[src/rtl/lst_pkg.sv]
// Shared constants, controller state codes and command/status types for the texture filter.
package lst_pkg;

    localparam int PIX_W          = 8;
    localparam int RGB_W          = 3 * PIX_W;
    localparam int CFG_W          = 11;
    localparam int SCORE_W        = 15;
    localparam int COORD_W        = 10;
    localparam int ROW_W          = 10;
    localparam int MAX_HEIGHT     = 1024;
    localparam int DEF_MAX_WIDTH  = 1024;
    localparam int DEF_SCORE_FRAC = 4;
    localparam int SUM_W          = 12;  // total of nine 8-bit samples
    localparam int SQSUM_W        = 20;  // total of nine squared samples
    localparam int DIFF_W         = 23;  // 9*Q and S*S
    localparam int WIN_TAPS       = 9;
    localparam int LANES          = 3;
    localparam int APB_AW         = 3;
    localparam int APB_DW         = 32;

    localparam logic [SCORE_W-1:0] SCORE_MAX  = 15'h7fff;
    localparam logic [CFG_W-1:0]   RST_WIDTH  = 11'd1024;
    localparam logic [CFG_W-1:0]   RST_HEIGHT = 11'd768;
    localparam logic [CFG_W-1:0]   MIN_DIM    = 11'd3;

    // Register index decoded from paddr[2]
    localparam logic REG_FRAME_WIDTH  = 1'b0;
    localparam logic REG_FRAME_HEIGHT = 1'b1;

    typedef enum logic [7:0] {
        ST_IDLE   = 8'b0000_0001,
        ST_READ   = 8'b0000_0010,
        ST_ACC    = 8'b0000_0100,
        ST_SQUARE = 8'b0000_1000,
        ST_DIFF   = 8'b0001_0000,
        ST_ROOT   = 8'b0010_0000,
        ST_DIV    = 8'b0100_0000,
        ST_SUM    = 8'b1000_0000
    } t_state;

    typedef struct packed {
        logic capture;
        logic update;
        logic acc;
        logic square;
        logic diff;
        logic root_step;
        logic div;
        logic sum;
    } t_cmd;

    typedef struct packed {
        logic interior;
        logic out_full;
    } t_sts;

endpackage

[src/rtl/lst_ctrl.sv]
// Controller state machine sequencing one pixel through the filter datapath.
module lst_ctrl
    import lst_pkg::*;
#(
    parameter int ROOT_STEPS = 14
) (
    input  logic i_clk,
    input  logic i_rst_n,
    input  logic i_in_valid,
    output logic o_in_ready,
    input  t_sts i_sts,
    output t_cmd o_cmd
);

    localparam int CNT_MAX = (ROOT_STEPS > WIN_TAPS) ? ROOT_STEPS : WIN_TAPS;
    localparam int CNT_W   = $clog2(CNT_MAX);

    t_state             r_state, n_state;
    logic [CNT_W-1:0]   r_cnt, n_cnt;

    always_comb begin
        n_state    = r_state;
        n_cnt      = r_cnt;
        o_cmd      = '0;
        o_in_ready = 1'b0;
        case (r_state)
            ST_IDLE: begin
                o_in_ready = 1'b1;
                if (i_in_valid) begin
                    o_cmd.capture = 1'b1;
                    n_state       = ST_READ;
                end
            end
            ST_READ: begin
                o_cmd.update = 1'b1;
                n_cnt        = '0;
                n_state      = i_sts.interior ? ST_ACC : ST_IDLE;
            end
            ST_ACC: begin
                o_cmd.acc = 1'b1;
                n_cnt     = r_cnt + 1'b1;
                if (r_cnt == CNT_W'(WIN_TAPS - 1)) begin
                    n_state = ST_SQUARE;
                end
            end
            ST_SQUARE: begin
                o_cmd.square = 1'b1;
                n_state      = ST_DIFF;
            end
            ST_DIFF: begin
                o_cmd.diff = 1'b1;
                n_cnt      = '0;
                n_state    = ST_ROOT;
            end
            ST_ROOT: begin
                o_cmd.root_step = 1'b1;
                n_cnt           = r_cnt + 1'b1;
                if (r_cnt == CNT_W'(ROOT_STEPS - 1)) begin
                    n_state = ST_DIV;
                end
            end
            ST_DIV: begin
                o_cmd.div = 1'b1;
                n_state   = ST_SUM;
            end
            ST_SUM: begin
                if (!i_sts.out_full) begin
                    o_cmd.sum = 1'b1;
                    n_state   = ST_IDLE;
                end
            end
            default: begin
                n_state = ST_IDLE;
            end
        endcase
    end

    always_ff @(posedge i_clk) begin
        if (!i_rst_n) begin
            r_state <= ST_IDLE;
            r_cnt   <= '0;
        end else begin
            r_state <= n_state;
            r_cnt   <= n_cnt;
        end
    end

endmodule

[config.mk]
export PLATFORM = sky130hd
export DESIGN_NAME = lst_ctrl
export DESIGN_NICKNAME = d
export VERILOG_FILES = /design/src/rtl/lst_pkg.sv /design/src/rtl/lst_ctrl.sv
export SDC_FILE = /design/constraint.sdc
export NUM_CORES = 1
export LEC_CHECK = 0
export BUFFER_PORTS_ARGS = -buffer_cell sky130_fd_sc_hd__buf_4
export CAP_MARGIN = 20
export CORE_MARGIN = 8
export CORE_UTILIZATION = 50
export CTS_CLUSTER_SIZE = 8
export DETAILED_ROUTE_END_ITERATION = 6
export GPL_TIMING_DRIVEN = 0
export PLACE_DENSITY_LB_ADDON = 0.05
export SLEW_MARGIN = 20
export SYNTH_ARGS = -nofsm -noshare
export SYNTH_HDL_FRONTEND = slang
export SYNTH_SLANG_ARGS = --single-unit
[constraint.sdc]
create_clock -name i_clk -period 4.2 [get_ports i_clk]
set_input_delay 0.21 -clock i_clk [delete_from_list [all_inputs] [get_ports i_clk]]
set_output_delay 0.21 -clock i_clk [all_outputs]
set_load 0.03 [all_outputs]
# Word-level counts from Yosys, hierarchy flattened
# Cells that the tools add are included.
[word_totals] register_bits=12 input_bits=5 output_inout_bits=9
[op_classes] n_addsub=1 eq_ne=14 muxes=18 n_reduce_logical=4
[op_table] op="$pmux 8 s8" count=1
[op_table] op="$mux 8" count=4
[op_table] op="$mux 1" count=11
[op_table] op="$eq 4x4->1 const B" count=2
[op_table] op="$eq 8x1->1 const B" count=1
[op_table] op="$eq 8x2->1 const B" count=1
[op_table] op="$eq 8x3->1 const B" count=1
[op_table] op="$eq 8x4->1 const B" count=1
[op_table] op="$eq 8x5->1 const B" count=1
[op_table] op="$eq 8x6->1 const B" count=1
[op_table] op="$eq 8x7->1 const B" count=1
[op_table] op="$eq 8x8->1 const B" count=1
[op_table] op="$ne 2x2->1 const B" count=4
[op_table] op="$pmux 4 s2" count=1
[op_table] op="$add 4x1->4 const B" count=1
[op_table] op="$reduce_and 4->1" count=1
[op_table] op="$reduce_or 2->1" count=2
[op_table] op="$mux 3" count=1
[op_table] op="$reduce_bool 2->1" count=1

# Longest topological paths before layout
[depth] word_depth=3 ltp_mapped=6 mapped_depth_nobuf=6

# Least setup slack after synthesis
# OpenSTA, ideal clock, no wires.
[synth_timing] path_type="register to output" start="reg r_state[4]" end="out o_cmd[0] (netlist bit)" stages_incl_launch_ff=4 path_slack_ns=2.078 n_path_buf=0 arrival_time_ns=1.912 required_ns=3.990 cell_sequence="dfxtp_1 nor4_4 nand2_1 nor4b_1"
[synth_lines] item="start, declared" line="lst_ctrl.sv:18" text="t_state r_state, n_state;"
[synth_lines] item="start signal, assigned" line="lst_ctrl.sv:83" text="r_state <= n_state;"
[synth_lines] item="end, declared" line="lst_ctrl.sv:12" text="output t_cmd o_cmd"

==> flow_summary.yaml <==
yosys:
  yosys.cell_count.top_type: "dfxtp_1"
  synth_fp_nets: 101
  synth_area_um2: 763
  ys_top_cells_by_count: "12 x dfxtp_1, 10 x nor2_1, 9 x inv_1, 9 x nand4_1, 5 x nand2b_1"
  synth.distinct_cells: 30
  yosys-top-cells-area: "dfxtp_1 31%, nand4_1 7.4%, nor4_4 5.6%, ha_1 4.9%, nor2_1 4.9%"
  netlist.area_leader.share: 0.315
  yosysSeqAreaShare: 0.315
  synth_edf_count: 0
  async_reset_ff_frac: 0
  synthFlopType: "dfxtp_1"
  synth_largest_area_cell: "dfxtp_1"
  syn_inst: 93
  yosys_register_bits: 12
  ys_warn_count: 0
  syn_area_per_cell_um2: 8.21
detailed_routing:
  top_layer_used: "met4"
  drc: 0
  vias: 757
  wl_met3_um: 147
  drt-met1-wl_um: 868
  wl_per_cell_um: 14.6
  viasPerCell: 6.06
  drt_iter0_drc: 17
  drt_wl_total_um: 1830
  dr_wl_met2_um: 768
  drtAntennaViolNets: 0
  first_pass_iters: 4
global_route:
  grtUsageTotal: 0.138
  grt_pass1_vias: 699
  gr-total-overflow: 0
  antenna_found_initial: 0
  grt_max_degree: 10
  grt_pass1_wl_um: 3080
clock_network:
  cts_resized: 0
  clkSinkCount: 12
  cts_buffer_depth: 2
  clk_pin_slew_ps: 80
  insertion_delay_ps: 280
  h-tree-depth: 1
  hold_buffers: 0
  cts_buffers: 3
  root_buffer: "clkbuf_4"
  cts_tree: "done"
  cts_setup_buffers: 0
sta:
  finClkSkew_ps: 7.17
  worst_pin_slew_ps: 448
  hold_violations: 0
  final.setup.tns_ps: 0
  period_needed_ps: 2050
  finalSetupViolCount: 0
  fmax_mhz: 489
  slew_viol_final: 0
  maxSlewHeadroom: 0.701
  rsz0062_at_grt: "false"
  min_period_over_period: 0.487
  whs_ps: 135
worst_setup_path:
  crit_start: "r_state[0]"
  r2r_end: "r_state[6]"
  crit_path_top_delay_cell: "nor2_1"
  rrSetupSlack_ps: 2480
  path_depth: 5
  worst-path-max-fanout: 9
  critPathMaxStageDelay_ps: 390
  path_delay_family: "simple AND/OR/NAND/NOR gates"
  start_kind: "flip-flop"
  crit_buf_inv: 2
  cp.arrival_ps: 1840
  crit_path_end: "o_cmd[0]"
  worst_r2r_path_depth: 4
  required_ps: 3990
  crit_chain: "clkbuf_1, nor2_1, nand2_1, nor4b_1, buf_4"
  cp-end-kind: "output port"
  r2r_start: "r_state[4]"
  path_class: "reg2out"
placement:
  globalplace.congestion: 0.859
  place_area_um2: 881
  hpwl_um: 1420
  io_buffer_count: 13
cells_and_area:
  syn2layout_area_growth_pct: 18.4
  final_area_um2: 903
  drive_gt1_frac: 0.183
  seqCellArea_um2: 240
  num_antenna_cells: 0
  finish.utilization: 0.614
  final_nets: 119
  multi_input_area_um2: 482
  fillers: 149
outcome:
  status: "complete, no violations"
die:
  die_h_um: 55.1
  die_area_mm2: 0.00303
  rows: 14
  ioPinCount: 14
  fp.dieW_um: 55.1
  design.core.area_mm2: 0.00147
  start_util: 0.519
power:
  p_leak_uw: 0.000390
  power_density_mw_per_mm2: 310
  vdd_drop_max_mv: 0.158
job:
  maxCapViolCount: 0
hold_path:
  hp-class: "in2reg"
==> sequential cells by signal (all words and copies together) (netlist names) <==
register and cells:
r_cnt 4, r_state 8
==> cells by family after synthesis <==
group | Yosys count | synth area share
xor gates and xnor gates | 3 | 0.0344
adders and majority gates | 3 | 0.0492
AOI/OAI and AO/OA | 15 | 0.146
DFF | 12 | 0.315
buffers and inverters | 11 | 0.0541
and+or+nand+nor | 49 | 0.402
==> layout by cell type (no fill, tap or decap), types with 3 or more instances in the layout <==
master	netlist	final
clkbuf_4	0	3
a21oi_1	4	4
nand3_1	4	4
dfxtp_1	12	12
nand2b_1	5	5
nand4_1	9	9
buf_4	0	13
inv_1	9	9
ha_1	3	3
nor2_1	10	10
nor3_1	3	3
nand2_1	4	4
nor4_1	3	3
xor2_1	3	3
==> worst reg2reg max path: stages, from the launching register on <==
cell,delay [ps]
dfxtp_1,420
nor4_4,440
or4b_1,510
o2111ai_2,160
nor3_1,80
==> final cells by class <==
class / instances / share of cell area
multi-input cells: 70 / 0.533
inverters: 9 / 0.0374
plain buffers: 2 / 0.00831
clock buffers: 3 / 0.0249
well taps: 16 / 0.0222
repair buffers: 13 / 0.108
flip-flops and latches: 12 / 0.266
==> worst min path at each step <==
stage | start | end | slack [ps] | cells past startpoint
6_report | i_rst_n | r_state[0] | 140 | 2
5_1_grt | i_rst_n | r_state[0] | 160 | 2
4_1_cts | i_rst_n | r_state[0] | 140 | 2
3_5_place_dp | i_rst_n | r_state[0] | 430 | 2
3_3_place_gp | i_rst_n | r_state[0] | 430 | 2
2_1_floorplan | i_rst_n | r_state[0] | 330 | 1
==> report_power, final <==
group	internal [µW]	leakage (µW)	total (µW)	switching, µW
Sequential	118	0.0000971	123	5.08
Combinational	29.5	0.000279	82.8	53.3
Clock	33.3	0.0000138	73.7	40.5
==> routing by layer <==
layer / up-vias / global-route usage
li1: 383 / -
met1: 340 / 0.179
met2: 29 / 0.205
met3: 5 / 0.0267
met4: 0 / 0.0840
met5: - / 0
==> through the flow <==
step | power [µW] | setup WS, ps | instances
2_1_floorplan | 184 | 2080 | 93
3_3_place_gp | 207 | 2510 | 122
3_5_place_dp | 208 | 2490 | 122
4_1_cts | 281 | 2200 | 125
5_1_grt | 294 | 1970 | 125
6_report | 280 | 2150 | 125
Note: power is estimated with default switching activity, not from simulation.
